**src/rtl/word_length_histogram_assert.svh**
```systemverilog
// Assertion macros for the word length histogram block.
`ifndef WORD_LENGTH_HISTOGRAM_ASSERT_SVH
`define WORD_LENGTH_HISTOGRAM_ASSERT_SVH

// Same-cycle implication, sampled on clk_i, off while rst_ni is low.
`define WLH_ASSERT_IMP(lbl, ante, cons) \
  lbl: assert property (@(posedge clk_i) disable iff (!rst_ni) (ante) |-> (cons)) \
    else $error("wlh assertion failed");

// Next-cycle implication, sampled on clk_i, off while rst_ni is low.
`define WLH_ASSERT_NXT(lbl, ante, cons) \
  lbl: assert property (@(posedge clk_i) disable iff (!rst_ni) (ante) |=> (cons)) \
    else $error("wlh assertion failed");

`endif

```
**src/rtl/wlh_pkg.sv**
```systemverilog
// Shared constants, types and helpers of the word length histogram block.
`default_nettype none

package wlh_pkg;

  localparam int MAX_WORD_LEN = 20;
  localparam int COUNT_WIDTH  = 32;

  // Word length counter holds 0 up to MAX_WORD_LEN.
  localparam int LEN_W = $clog2(MAX_WORD_LEN + 1);

  // Percentage in hundredths: quotient of (upper * 20000 + total) / (2 * total).
  localparam int PCT_W     = 14;
  localparam int SCALE_W   = 15;
  localparam int PCT_SCALE = 20000;
  localparam int PROD_W    = COUNT_WIDTH + SCALE_W;
  localparam int NUM_W     = COUNT_WIDTH + SCALE_W + 1;
  localparam int STEP_W    = $clog2(PCT_W);

  // Output field widths and tdata layout.
  localparam int BLEN_W  = 5;
  localparam int OCNT_W  = 32;
  localparam int OUT_DW  = BLEN_W + 3 * OCNT_W + PCT_W;
  localparam int OUT_TW  = ((OUT_DW + 7) / 8) * 8;

  // Whitespace and capital letter codes.
  localparam logic [7:0] CH_SPACE = 8'h20;
  localparam logic [7:0] CH_TAB   = 8'h09;
  localparam logic [7:0] CH_CR    = 8'h0D;
  localparam logic [7:0] CH_A     = 8'h41;
  localparam logic [7:0] CH_Z     = 8'h5A;

  typedef logic [COUNT_WIDTH-1:0] cnt_t;

  // Commands from the controller to the datapath.
  typedef struct packed {
    logic byte_en;   // input transfer accepted this cycle
    logic mul;       // register upper * scale, rewind the bin scan
    logic div_load;  // set up the divider
    logic div_step;  // one quotient bit
    logic shift;     // advance the bin scan by one bin
    logic ld_bin;    // load bin 0 into the output register
    logic ld_sum;    // load the summary and clear the totals
  } wlh_cmd_t;

  // Status from the datapath to the controller.
  typedef struct packed {
    logic bin0_nz;   // bin at the scan head is nonzero
    logic bin_last;  // scan head is the last bin
    logic out_free;  // output register can take an item this cycle
  } wlh_sts_t;

  function automatic logic is_blank(logic [7:0] c);
    return (c == CH_SPACE) || ((c >= CH_TAB) && (c <= CH_CR));
  endfunction

  function automatic logic is_cap(logic [7:0] c);
    return (c >= CH_A) && (c <= CH_Z);
  endfunction

  function automatic cnt_t sat_inc(cnt_t v);
    return (v == '1) ? v : v + cnt_t'(1);
  endfunction

  // Show a count on a 32-bit field, all ones when it does not fit.
  function automatic logic [OCNT_W-1:0] clamp_out(cnt_t v);
    logic [63:0] w;
    w = 64'(v);
    return (w > 64'hFFFF_FFFF) ? '1 : w[OCNT_W-1:0];
  endfunction

endpackage

`default_nettype wire

```
**src/rtl/word_length_histogram.sv**
```systemverilog
// Word length histogram: top level joining controller and datapath.
//
// Usage: text bytes enter on the s_axis channel, one transfer per cycle
// while the block is collecting. s_axis_tlast marks the end of the text;
// that transfer's data byte is ignored and it closes any open word.
// After end of text the block stops accepting input, computes the
// uppercase percentage and reads out on m_axis: one transfer per nonzero
// length bin (shortest first), then one summary transfer with tuser and
// tlast high.
// Readout sequence: after the end-of-text transfer the block registers
// upper * scale, sets up the divider, runs the one-bit-per-cycle divider
// for all 14 quotient bits, then scans the bins one per cycle, holding on
// a nonzero bin until the output register is free.
// Reset clears all bins, totals and the open word. When the receiver
// holds m_axis_tready low the scan holds on the waiting bin; the output
// register keeps the pending transfer, and after the summary is loaded
// input resumes even while the summary still waits to be taken.
`default_nettype none
`include "word_length_histogram_assert.svh"

module word_length_histogram (
  input  wire logic                          clk_i,
  input  wire logic                          rst_ni,
  input  wire logic                          s_axis_tvalid,
  output logic                               s_axis_tready,
  // tdata: text_byte [7:0]
  input  wire logic [7:0]                    s_axis_tdata,
  // tlast: end_of_text
  input  wire logic                          s_axis_tlast,
  output logic                               m_axis_tvalid,
  input  wire logic                          m_axis_tready,
  // tdata: bin_length [4:0], bin_count [36:5], words_seen [68:37],
  //        upper_words [100:69], upper_percent_hundredths [114:101], zero pad
  output logic [wlh_pkg::OUT_TW-1:0]         m_axis_tdata,
  // tuser: is_summary
  output logic                               m_axis_tuser,
  // tlast: last
  output logic                               m_axis_tlast
);

  wlh_pkg::wlh_cmd_t cmd;
  wlh_pkg::wlh_sts_t sts;

  // Controller: owns acceptance and readout sequencing.
  wlh_ctrl u_ctrl (
    .clk_i      (clk_i),
    .rst_ni     (rst_ni),
    .in_valid_i (s_axis_tvalid),
    .in_eot_i   (s_axis_tlast),
    .in_ready_o (s_axis_tready),
    .sts_i      (sts),
    .cmd_o      (cmd)
  );

  // Datapath: counters, bins, divider and output register.
  wlh_dpath u_dpath (
    .clk_i         (clk_i),
    .rst_ni        (rst_ni),
    .cmd_i         (cmd),
    .sts_o         (sts),
    .text_byte_i   (s_axis_tdata),
    .eot_i         (s_axis_tlast),
    .out_ready_i   (m_axis_tready),
    .out_valid_o   (m_axis_tvalid),
    .out_data_o    (m_axis_tdata),
    .out_summary_o (m_axis_tuser),
    .out_last_o    (m_axis_tlast)
  );

  // Input stays blocked the cycle after an end-of-text transfer.
  `WLH_ASSERT_NXT(a_eot_blocks_input, s_axis_tvalid && s_axis_tready && s_axis_tlast, !s_axis_tready)
  // A pending bin result means a readout is in progress, so no input is taken.
  `WLH_ASSERT_IMP(a_bin_only_in_readout, m_axis_tvalid && !m_axis_tuser, !s_axis_tready)
  // Only the summary closes the run.
  `WLH_ASSERT_IMP(a_last_is_summary, m_axis_tvalid, m_axis_tlast == m_axis_tuser)
  // Percentage never exceeds 100.00.
  `WLH_ASSERT_IMP(a_pct_range, m_axis_tvalid && m_axis_tuser, m_axis_tdata[114:101] <= 14'd10000)

endmodule

`default_nettype wire

```
**src/rtl/wlh_dpath.sv**
```systemverilog
// Datapath: word tracking, length bins, totals, percentage divider, output register.
`default_nettype none

module wlh_dpath (
  input  wire logic                       clk_i,
  input  wire logic                       rst_ni,
  input  wire wlh_pkg::wlh_cmd_t          cmd_i,
  output wlh_pkg::wlh_sts_t               sts_o,
  input  wire logic [7:0]                 text_byte_i,
  input  wire logic                       eot_i,
  input  wire logic                       out_ready_i,
  output logic                            out_valid_o,
  output logic [wlh_pkg::OUT_TW-1:0]      out_data_o,
  output logic                            out_summary_o,
  output logic                            out_last_o
);

  localparam int MaxLen = wlh_pkg::MAX_WORD_LEN;
  localparam int LenW   = wlh_pkg::LEN_W;
  localparam int CntW   = wlh_pkg::COUNT_WIDTH;
  localparam int PctW   = wlh_pkg::PCT_W;
  localparam int ProdW  = wlh_pkg::PROD_W;
  localparam int NumW   = wlh_pkg::NUM_W;
  localparam int BlenW  = wlh_pkg::BLEN_W;
  localparam int OcntW  = wlh_pkg::OCNT_W;
  localparam int PadW   = wlh_pkg::OUT_TW - wlh_pkg::OUT_DW;

  logic [LenW-1:0]   len_q, len_d;
  logic              up_q, up_d;
  wlh_pkg::cnt_t     bins_q [MaxLen];
  wlh_pkg::cnt_t     total_q, uppc_q;
  logic [LenW-1:0]   sidx_q;
  logic [ProdW-1:0]  prod_q;
  logic [NumW-1:0]   rem_q, ds_q;
  logic [PctW-1:0]   quo_q;

  logic              close;
  logic [LenW-1:0]   clen;
  logic              cup;
  logic [LenW-1:0]   len_inc;
  logic              up_new;

  logic              ov_q;
  logic [BlenW-1:0]  o_blen_q;
  logic [OcntW-1:0]  o_cnt_q, o_tot_q, o_upp_q;
  logic [PctW-1:0]   o_pct_q;
  logic              o_sum_q;

  // Word tracking: decide whether this byte closes a word and with what length.
  always_comb begin
    len_inc = len_q + LenW'(1);
    up_new  = up_q & wlh_pkg::is_cap(text_byte_i);
    close   = 1'b0;
    clen    = len_q;
    cup     = up_q;
    len_d   = len_q;
    up_d    = up_q;
    if (cmd_i.byte_en) begin
      if (eot_i || wlh_pkg::is_blank(text_byte_i)) begin
        close = (len_q != '0);
        len_d = '0;
        up_d  = 1'b1;
      end else if (len_inc >= LenW'(MaxLen)) begin
        close = 1'b1;
        clen  = len_inc;
        cup   = up_new;
        len_d = '0;
        up_d  = 1'b1;
      end else begin
        len_d = len_inc;
        up_d  = up_new;
      end
    end
  end

  always_ff @(posedge clk_i or negedge rst_ni) begin
    if (!rst_ni) begin
      len_q <= '0;
      up_q  <= 1'b1;
    end else begin
      len_q <= len_d;
      up_q  <= up_d;
    end
  end

  // Bins: saturating increment on close, shift toward bin 0 during the scan.
  for (genvar k = 0; k < MaxLen; k++) begin : g_bin
    always_ff @(posedge clk_i or negedge rst_ni) begin
      if (!rst_ni) begin
        bins_q[k] <= '0;
      end else if (cmd_i.shift) begin
        if (k == MaxLen - 1) begin
          bins_q[k] <= '0;
        end else begin
          bins_q[k] <= bins_q[(k + 1) % MaxLen];
        end
      end else if (close && (clen == LenW'(k + 1))) begin
        bins_q[k] <= wlh_pkg::sat_inc(bins_q[k]);
      end
    end
  end

  always_ff @(posedge clk_i or negedge rst_ni) begin
    if (!rst_ni) begin
      total_q <= '0;
      uppc_q  <= '0;
    end else if (cmd_i.ld_sum) begin
      total_q <= '0;
      uppc_q  <= '0;
    end else if (close) begin
      total_q <= wlh_pkg::sat_inc(total_q);
      if (cup) begin
        uppc_q <= wlh_pkg::sat_inc(uppc_q);
      end
    end
  end

  always_ff @(posedge clk_i or negedge rst_ni) begin
    if (!rst_ni) begin
      sidx_q <= '0;
    end else if (cmd_i.mul) begin
      sidx_q <= '0;
    end else if (cmd_i.shift) begin
      sidx_q <= sidx_q + LenW'(1);
    end
  end

  // Percentage: multiply, then restoring division one quotient bit per cycle.
  always_ff @(posedge clk_i) begin
    if (cmd_i.mul) begin
      prod_q <= ProdW'(uppc_q) * ProdW'(wlh_pkg::PCT_SCALE);
    end
    if (cmd_i.div_load) begin
      rem_q <= NumW'(prod_q) + NumW'(total_q);
      ds_q  <= NumW'({total_q, 1'b0}) << (PctW - 1);
      quo_q <= '0;
    end else if (cmd_i.div_step) begin
      if (rem_q >= ds_q) begin
        rem_q <= rem_q - ds_q;
        quo_q <= {quo_q[PctW-2:0], 1'b1};
      end else begin
        quo_q <= {quo_q[PctW-2:0], 1'b0};
      end
      ds_q <= ds_q >> 1;
    end
  end

  // Output register.
  always_ff @(posedge clk_i or negedge rst_ni) begin
    if (!rst_ni) begin
      ov_q <= 1'b0;
    end else if (cmd_i.ld_bin || cmd_i.ld_sum) begin
      ov_q <= 1'b1;
    end else if (out_ready_i) begin
      ov_q <= 1'b0;
    end
  end

  always_ff @(posedge clk_i) begin
    if (cmd_i.ld_bin) begin
      o_blen_q <= BlenW'(sidx_q + LenW'(1));
      o_cnt_q  <= wlh_pkg::clamp_out(bins_q[0]);
      o_tot_q  <= '0;
      o_upp_q  <= '0;
      o_pct_q  <= '0;
      o_sum_q  <= 1'b0;
    end else if (cmd_i.ld_sum) begin
      o_blen_q <= '0;
      o_cnt_q  <= '0;
      o_tot_q  <= wlh_pkg::clamp_out(total_q);
      o_upp_q  <= wlh_pkg::clamp_out(uppc_q);
      o_pct_q  <= (total_q == '0) ? '0 : quo_q;
      o_sum_q  <= 1'b1;
    end
  end

  assign out_valid_o   = ov_q;
  assign out_summary_o = o_sum_q;
  assign out_last_o    = o_sum_q;
  assign out_data_o    = {PadW'(0), o_pct_q, o_upp_q, o_tot_q, o_cnt_q, o_blen_q};

  assign sts_o.bin0_nz  = (bins_q[0] != '0);
  assign sts_o.bin_last = (sidx_q == LenW'(MaxLen - 1));
  assign sts_o.out_free = !ov_q || out_ready_i;

endmodule

`default_nettype wire

```
**src/rtl/wlh_ctrl.sv**
```systemverilog
// Controller: input acceptance, divider sequencing and readout of bins and summary.
`default_nettype none

module wlh_ctrl (
  input  wire logic              clk_i,
  input  wire logic              rst_ni,
  input  wire logic              in_valid_i,
  input  wire logic              in_eot_i,
  output logic                   in_ready_o,
  input  wire wlh_pkg::wlh_sts_t sts_i,
  output wlh_pkg::wlh_cmd_t      cmd_o
);

  localparam int StepW = wlh_pkg::STEP_W;

  typedef enum logic [2:0] {
    S_IDLE,
    S_MUL,
    S_LOAD,
    S_DIV,
    S_SCAN,
    S_SUM
  } state_e;

  state_e           state_q, state_d;
  logic [StepW-1:0] step_q, step_d;

  always_comb begin
    state_d    = state_q;
    step_d     = step_q;
    cmd_o      = '0;
    in_ready_o = 1'b0;
    unique case (state_q)
      S_IDLE: begin
        in_ready_o    = 1'b1;
        cmd_o.byte_en = in_valid_i;
        if (in_valid_i && in_eot_i) begin
          state_d = S_MUL;
        end
      end
      S_MUL: begin
        cmd_o.mul = 1'b1;
        state_d   = S_LOAD;
      end
      S_LOAD: begin
        cmd_o.div_load = 1'b1;
        step_d         = '0;
        state_d        = S_DIV;
      end
      S_DIV: begin
        cmd_o.div_step = 1'b1;
        step_d         = step_q + StepW'(1);
        if (step_q == StepW'(wlh_pkg::PCT_W - 1)) begin
          state_d = S_SCAN;
        end
      end
      S_SCAN: begin
        // Skip empty bins, emit a nonzero one once the output register is free.
        if (!sts_i.bin0_nz) begin
          cmd_o.shift = 1'b1;
        end else if (sts_i.out_free) begin
          cmd_o.ld_bin = 1'b1;
          cmd_o.shift  = 1'b1;
        end
        if (cmd_o.shift && sts_i.bin_last) begin
          state_d = S_SUM;
        end
      end
      S_SUM: begin
        if (sts_i.out_free) begin
          cmd_o.ld_sum = 1'b1;
          state_d      = S_IDLE;
        end
      end
      default: begin
        state_d = S_IDLE;
      end
    endcase
  end

  always_ff @(posedge clk_i or negedge rst_ni) begin
    if (!rst_ni) begin
      state_q <= S_IDLE;
      step_q  <= '0;
    end else begin
      state_q <= state_d;
      step_q  <= step_d;
    end
  end

endmodule

`default_nettype wire
```
**config.mk**
```make
export PLATFORM = sky130hd
export DESIGN_NAME = word_length_histogram
export DESIGN_NICKNAME = d
export VERILOG_FILES = /design/src/rtl/wlh_pkg.sv /design/src/rtl/word_length_histogram.sv /design/src/rtl/wlh_dpath.sv /design/src/rtl/wlh_ctrl.sv
export VERILOG_INCLUDE_DIRS = /design/src /design/src/rtl
export SDC_FILE = /design/constraint.sdc
export NUM_CORES = 2
export LEC_CHECK = 0
export ABC_AREA = 1
export BUFFER_PORTS_ARGS = -buffer_cell sky130_fd_sc_hd__buf_2
export CORE_ASPECT_RATIO = 0.7
export CORE_MARGIN = 4
export CORE_UTILIZATION = 40
export CTS_CLUSTER_DIAMETER = 80
export CTS_CLUSTER_SIZE = 8
export DETAILED_ROUTE_END_ITERATION = 8
export PLACE_DENSITY = 0.52
export SETUP_SLACK_MARGIN = 0.2
export SYNTH_ARGS = -nofsm -noshare
export SYNTH_HDL_FRONTEND = slang
export SYNTH_SLANG_ARGS = --single-unit
```
**constraint.sdc**
```tcl
create_clock -name clk_i -period 11.46 [get_ports clk_i]
set_clock_uncertainty 0.1 [all_clocks]
set_input_delay 1.146 -clock clk_i [delete_from_list [all_inputs] [get_ports clk_i]]
set_output_delay 1.146 -clock clk_i [all_outputs]
set_load 0.1 [all_outputs]
```
=== Word level (Yosys, flattened, before mapping) ===
Cells that the tools add are included.

* $add $sub $neg: 27
* $mul: 1
* Divide/modulo/power cells: 0
* Magnitude comparators: 6
* Equality and inequality tests: 76
* Shifts and indexed selects: 0
* Muxes and demuxes: 113
* Bitwise logic cells: 1
* Reductions and logical operators: 85

{| class="wikitable"
|+ Operator list
! kind !! number
|-
| 32-bit 2-to-1 mux || 69
|-
| 32-bit by 1-bit adder with 32-bit output, second input constant || 22
|-
| 32-bit equality test, second input constant || 22
|-
| 48-bit 2-to-1 mux || 3
|-
| 46-bit 2-to-1 mux || 2
|-
| 2-bit nonzero test || 28
|-
| 47-bit by 32-bit adder with 48-bit output || 1
|-
| 48-bit by 46-bit >= comparator with 1-bit output || 1
|-
| 48-bit by 46-bit subtractor with 48-bit output || 1
|-
| 5-bit 2-to-1 mux || 9
|-
| 2-bit AND reduction || 22
|-
| 32-bit by 10-bit multiplier with 42-bit output, second input constant || 1
|-
| 2-bit inequality test, second input constant || 21
|-
| 5-bit by 4-bit equality test with 1-bit output, second input constant || 8
|-
| 32-bit logical NOT || 1
|-
| 32-bit nonzero test || 1
|-
| 5-bit equality test, second input constant || 6
|-
| 1-bit logical AND || 24
|-
| 1-bit 2-to-1 mux || 21
|-
| 5-bit by 3-bit equality test with 1-bit output, second input constant || 4
|-
| 3-bit case mux with 6 select lines || 1
|-
| 14-bit 2-to-1 mux || 1
|-
| 3-bit 2-to-1 mux || 4
|-
| 5-bit by 1-bit adder with 5-bit output, second input constant || 2
|-
| other kinds (23) || 34
|}

* Register bits after elaboration: 989
* Latch bits: 0
* RAM bits: 0
* Memory bits (read-only): 0
* Input bits: 13
* Memories kept: 0

=== Logic depth before layout (Yosys ltp) ===
* Depth in word-level cells: 10
* Depth in mapped cells: 22
* Gate-level depth less buffers: 22

=== Modules after synthesis ===
A second synthesis with hierarchy kept.

* Cells, all modules: 10242
* Area total of the unflattened synthesis: 71429.8 sq um

{| class="wikitable"
|+ By module, submodules not included
! module !! times used !! cells each !! area an instance (sq um) !! seq. area each (sq um)
|-
| wlh_dpath || 1 || 10182 || 70973.1 || 24835.1
|-
| wlh_ctrl || 1 || 60 || 456.7 || 175.2
|}

=== Worst setup path before layout ===
Ideal clock, no wire load.

* Path kind: flip-flop to flip-flop
* From: register u_dpath.uppc_q[20]
* To: register u_dpath.prod_q[40], data pin
* Library setup time: 252 ps
* Arrival time: 4216 ps
* Required time: 11108 ps
* Setup slack: 6891 ps
* Stages on the path, launching flop included: 20
* Buffers on the path: 0
* Period minus slack after synthesis: 4569 ps
* Cells stage by stage: dfrtp_1 -> inv_1 -> fa_1 -> inv_1 -> ha_1 -> fa_1 -> ha_1 -> inv_1 -> fa_1 -> inv_1 -> ha_1 -> nand2_1 -> nor4_1 -> nand2_1 -> o211ai_1 -> nand2_1 -> o211ai_1 -> nand2_1 -> nand3_1 -> nand2_1

* Longest elaborated chain between the ends: 1

{| class="wikitable"
|+ Ends and longest elaborated chain
! item !! line !! source
|-
| from (decl) || wlh_dpath.sv:31 || <nowiki>wlh_pkg::cnt_t total_q, uppc_q;</nowiki>
|-
| from (signal assigned) || wlh_dpath.sv:113 || <nowiki>uppc_q <= wlh_pkg::sat_inc(uppc_q);</nowiki>
|-
| 32-bit by 10-bit multiplier with 42-bit output || wlh_dpath.sv:131 || <nowiki>prod_q <= ProdW'(uppc_q) * ProdW'(wlh_pkg::PCT_SCALE);</nowiki>
|-
| to (signal assigned) || wlh_dpath.sv:131 ||
|-
| to (decl) || wlh_dpath.sv:33 || <nowiki>logic [ProdW-1:0] prod_q;</nowiki>
|}

Every way passes these cells.
A chain may end at the register's enable or synchronous reset.

=== Final worst setup path ===
* From: register u_dpath.uppc_q[21]
* To: register u_dpath.prod_q[44], data pin

Same word-level chain as after synthesis.

==> out/results.txt <==
In the post-route analysis, the smallest setup slack over all paths is 6.092 ns. Summing all placed instances gives a cell area of 73760 um2. The critical path class is reg2reg. The tools report the post-detailed-routing wire length as 252000 um.

Summed over all nets, the switching power comes to 11.57 mW. In this run, the combinational gates consume 53.9% of the power. The tools report the overall routing resource usage as 26.59%. The post-route setup TNS was 0 ns. CTS saw 989 sinks. Cell internal power was estimated by the tool at 10.77 mW. The residual antenna-violating net count after detailed routing is 0, and the measured slew at the worst slew-check pin is 1.313 ns. Synthesis instantiated 66 different standard cells from the library. The share of layout cells above drive strength 1 works out to 4.264%. For the number of pins with negative max-slew slack in the final report, the log shows 0. The run gives 137 as the number of primary I/O pins. Initial antenna violation count: 6. The first global-routing pass estimated 391300 um of wire. For the maximum number of buffers from clock root to sink, the log shows 3. The global placer's final weighted congestion is 0.9673, and the synthesis-stage register bit count is 989.

In this run, synthesis inferred 159 flip-flops with an integrated enable. The highest clock frequency the design can meet is 186.3 MHz. The worst slack after detailed placement was 6.041 ns; the number of maximum-capacitance constraint violations was 0. Summing internal, switching and leakage power gives 22.34 mW. The sequential share of power was 28.1%. The tools report the reg-to-reg setup timing slack as 6.09 ns. Dividing total power by cell area gives a power density of 287.3 nW/um2. For this run, the share of the core covered by cells in the final layout is 43.92%.

Kind of capture point of the worst setup path: a register. For this run, the leading register cell type out of synthesis is sky130_fd_sc_hd__dfrtp_1. For the number of buffers inserted to repair setup after CTS, the log shows 0.

After clock tree synthesis, the clock-pin slew on the worst setup and hold paths is 0.06 ns. The core region is 177100 um2. For the finished layout, the period the worst path requires is 5.368 ns. The total setup violations reported at the end of the flow is 0. The flow ran to the end, and the final reports show no timing, DRC or antenna violations.

In the final routed layout, each cell accounts on average for 19.95 um. The launching instance or port of the critical path is u_dpath.uppc_q[21]$_DFFE_PN0P_. Die width: 512.8 um. The clock tree synthesis step divided the H-tree into 4 levels. VDD sags by at most 0.0002515 V. The detailed router finished its first iteration with 8409 violations. The async set-or-reset flop fraction in the synthesized netlist is 73.10%, and the net switching fraction of the power is 51.81%. For the worst setup path, the data arrival time is 5.76 ns. The starting utilization of the core area is 40.30%, and the final instance area is 77770 um2. Of the available clock period, the critical path in the final layout requires 46.84%. The mean number of vias per cell was 5.472; the maximum number of pins on one net before global-route repair was 230. The net count reported at finish came out at 10550.

After detailed routing, the number of remaining DRC violations is 0. Once layout is complete, the cells apart from fillers number 12630. The first detailed-routing pass ran for 7 iterations.

Each instance of the synthesized netlist takes up on average 6.943 um2. Summed over all layers, the global routing overflow is 0. The post-synthesis cell type with the largest combined area was sky130_fd_sc_hd__dfrtp_1.

The number of port buffers was 131. The number of global-route vias before repair is 63280, and the final hold violation count is 0. The clock group share of total power came out at 18.0%. Startpoint class of the critical path: a register. In this run the vertical extent of the chip is 361.4 um. Of the synthesized area, sequential elements account for 35.05%.

The min-delay analysis places its worst path in the category in2async. Measured against its own limit, the worst slew margin works out to 12.27%. From synthesis to final layout, the design area changed by 8.979%.

The number of gates given a new drive strength after cts is 0, and the portion of synthesized cell area occupied by the leading cell type is 25.32%. The leakage power summed over all cells is 35.42 nW. Setup repair after global routing left no endpoint under its margin.

Clock latency on the worst-skew pair, taken at its later pin, is 0.78 ns. Synthesis produced a netlist whose cell count is 10280. Including well taps, the total number of placed cells is 12420.

The floorplan has 129 rows. TritonCTS built the clock tree. In this run the clock root is driven by a sky130_fd_sc_hd__clkbuf_16. The hold-fix buffer count after cts is 0, and the estimated wirelength of the detail-placed design is 187900 um. At the worst endpoint, the required time is 11.86 ns. The cell area that synthesis handed to floorplanning was 71360 um2. The beginning of the worst register-to-register path was u_dpath.uppc_q[21]$_DFFE_PN0P_. The die area was 185300 um2. The number of clock buffers added by TritonCTS is 143.

The number of cells on the worst reg-to-reg path is 19. In this run the critical register-to-register path is captured at u_dpath.prod_q[44]$_DFFE_PP_. Hold is met by 0.2927 ns. The peak fanout along the critical path came out at 6. The synthesis warning total came out at 0. Yosys attributes the largest share of cell area to sky130_fd_sc_hd__dfrtp_1, sky130_fd_sc_hd__nand2_1, sky130_fd_sc_hd__nand3_1. The routed layout has 69120 vias.
-- worst max-delay path, cell delays in order (launching register included) --
cell,delay (ns)
sky130_fd_sc_hd__dfrtp_1,0.54
sky130_fd_sc_hd__inv_1,0.28
sky130_fd_sc_hd__fa_1,0.54
sky130_fd_sc_hd__inv_1,0.04
sky130_fd_sc_hd__ha_1,0.29
sky130_fd_sc_hd__fa_1,0.49
sky130_fd_sc_hd__ha_1,0.30
sky130_fd_sc_hd__inv_1,0.05
sky130_fd_sc_hd__fa_1,0.50
sky130_fd_sc_hd__inv_1,0.05
sky130_fd_sc_hd__ha_1,0.41
sky130_fd_sc_hd__nand2_1,0.16
sky130_fd_sc_hd__nor4_1,0.41
sky130_fd_sc_hd__nand2_1,0.09
sky130_fd_sc_hd__o211ai_1,0.28
sky130_fd_sc_hd__nand2_1,0.09
sky130_fd_sc_hd__o211ai_1,0.17
sky130_fd_sc_hd__nand2_1,0.12
sky130_fd_sc_hd__nand3_1,0.09
sky130_fd_sc_hd__nand2_1,0.06
-- cell usage in the layout, fill, tap and decap left out, drive strengths merged, types with 159 or more instances in the layout --
cell,synthesis,layout
a21oi,291,291
xor2,482,482
o21ai,958,958
ha,249,249
clkbuf,232,204
nand4,197,197
nor2,801,801
nand3,976,976
buf,177,185
inv,1167,1170
edfxtp,159,159
nand2,2997,2997
dfrtp,722,722
nor3,287,287
-- synth_stat cells, types with 37 or more instances --
cell and count:
sky130_fd_sc_hd__a21oi_1 291, sky130_fd_sc_hd__a31oi_1 58, sky130_fd_sc_hd__buf_1 44, sky130_fd_sc_hd__buf_2 104
sky130_fd_sc_hd__clkbuf_1 231, sky130_fd_sc_hd__dfrtp_1 722, sky130_fd_sc_hd__dfxtp_1 107, sky130_fd_sc_hd__edfxtp_1 159
sky130_fd_sc_hd__fa_1 85, sky130_fd_sc_hd__ha_1 249, sky130_fd_sc_hd__inv_1 1158, sky130_fd_sc_hd__nand2_1 2978
sky130_fd_sc_hd__nand3_1 968, sky130_fd_sc_hd__nand4_1 191, sky130_fd_sc_hd__nor2_1 784, sky130_fd_sc_hd__nor3_1 281
sky130_fd_sc_hd__nor4_1 82, sky130_fd_sc_hd__o21ai_0 877, sky130_fd_sc_hd__o21ai_1 81, sky130_fd_sc_hd__o22ai_1 37
sky130_fd_sc_hd__xnor2_1 72, sky130_fd_sc_hd__xor2_1 482
-- power groups by stage --
| stage | Sequential [mW] | Combinational (mW) | Clock (mW) |
|---|---|---|---|
| floorplan | 6.83 | 7.56 | 0 |
| global placement | 6.26 | 11.8 | 0 |
| detailed placement | 6.28 | 11.8 | 0 |
| CTS | 6.23 | 11.9 | 4.11 |
| global route | 6.41 | 13.5 | 4.26 |
| finish | 6.27 | 12.0 | 4.02 |
-- area by class of cell --
type	count	area (um2)
Multi-Input combinational cell	7715	40230
Clock inverter	10	83.83
Clock buffer	204	3924
Inverter	1169	4397
Fill cell	18350	99300
Antenna cell	1	2.502
Timing Repair Buffer	185	1171
Sequential cell	989	25010
Tap cell	2358	2950
-- flip-flops by register name (all words and copies together) (netlist names) --
signal / count
u_dpath.o_upp_q: 32
u_dpath.out_valid_o: 1
u_dpath.up_q: 1
u_dpath.o_cnt_q: 32
u_dpath.rem_q: 48
u_dpath.total_q: 32
u_dpath.quo_q: 14
u_ctrl.state_q: 3
u_dpath.ds_q: 46
u_ctrl.step_q: 4
u_dpath.len_q: 5
u_dpath.out_last_o: 1
u_dpath.o_pct_q: 14
u_dpath.sidx_q: 5
u_dpath.uppc_q: 32
u_dpath.o_tot_q: 32
u_dpath.prod_q: 42
u_dpath.bins_q: 640
u_dpath.o_blen_q: 5
-- layer usage --
| layer | wire length (um) | global-route usage [%] | vias to the layer above |
|---|---|---|---|
| met1 | 135200 | 45.82 | 33020 |
| met2 | 92310 | 33.42 | 2561 |
| met5 | 13 | 0 | - |
| met4 | 3206 | 4.209 | 2 |
| met3 | 21220 | 4.616 | 217 |
| li1 | - | - | 33330 |
-- cell families after synthesis --
group	after synthesis	synth area share (%)
simple gates	5382	32.06
fa+ha+maj	334	6.751
other cells	1	0.005255
xor+xnor	554	6.800
compound gates	1440	10.68
buf+inv	1578	8.658
flops	989	35.05
-- how the worst max path moves through the flow --
| stage | to | slack [ns] |
|---|---|---|
| floorplan | u_dpath.prod_q[40]$_DFFE_PP_ | 6.89 |
| global placement | u_dpath.bins_q[340]$_DFFE_PN0P_ | 6.11 |
| detailed placement | u_dpath.bins_q[327]$_DFFE_PN0P_ | 6.04 |
| CTS | u_dpath.prod_q[44]$_DFFE_PP_ | 6.14 |
| global route | u_dpath.prod_q[40]$_DFFE_PP_ | 5.75 |
| finish | u_dpath.prod_q[44]$_DFFE_PP_ | 6.09 |
Power figures use the tool's default switching activity.
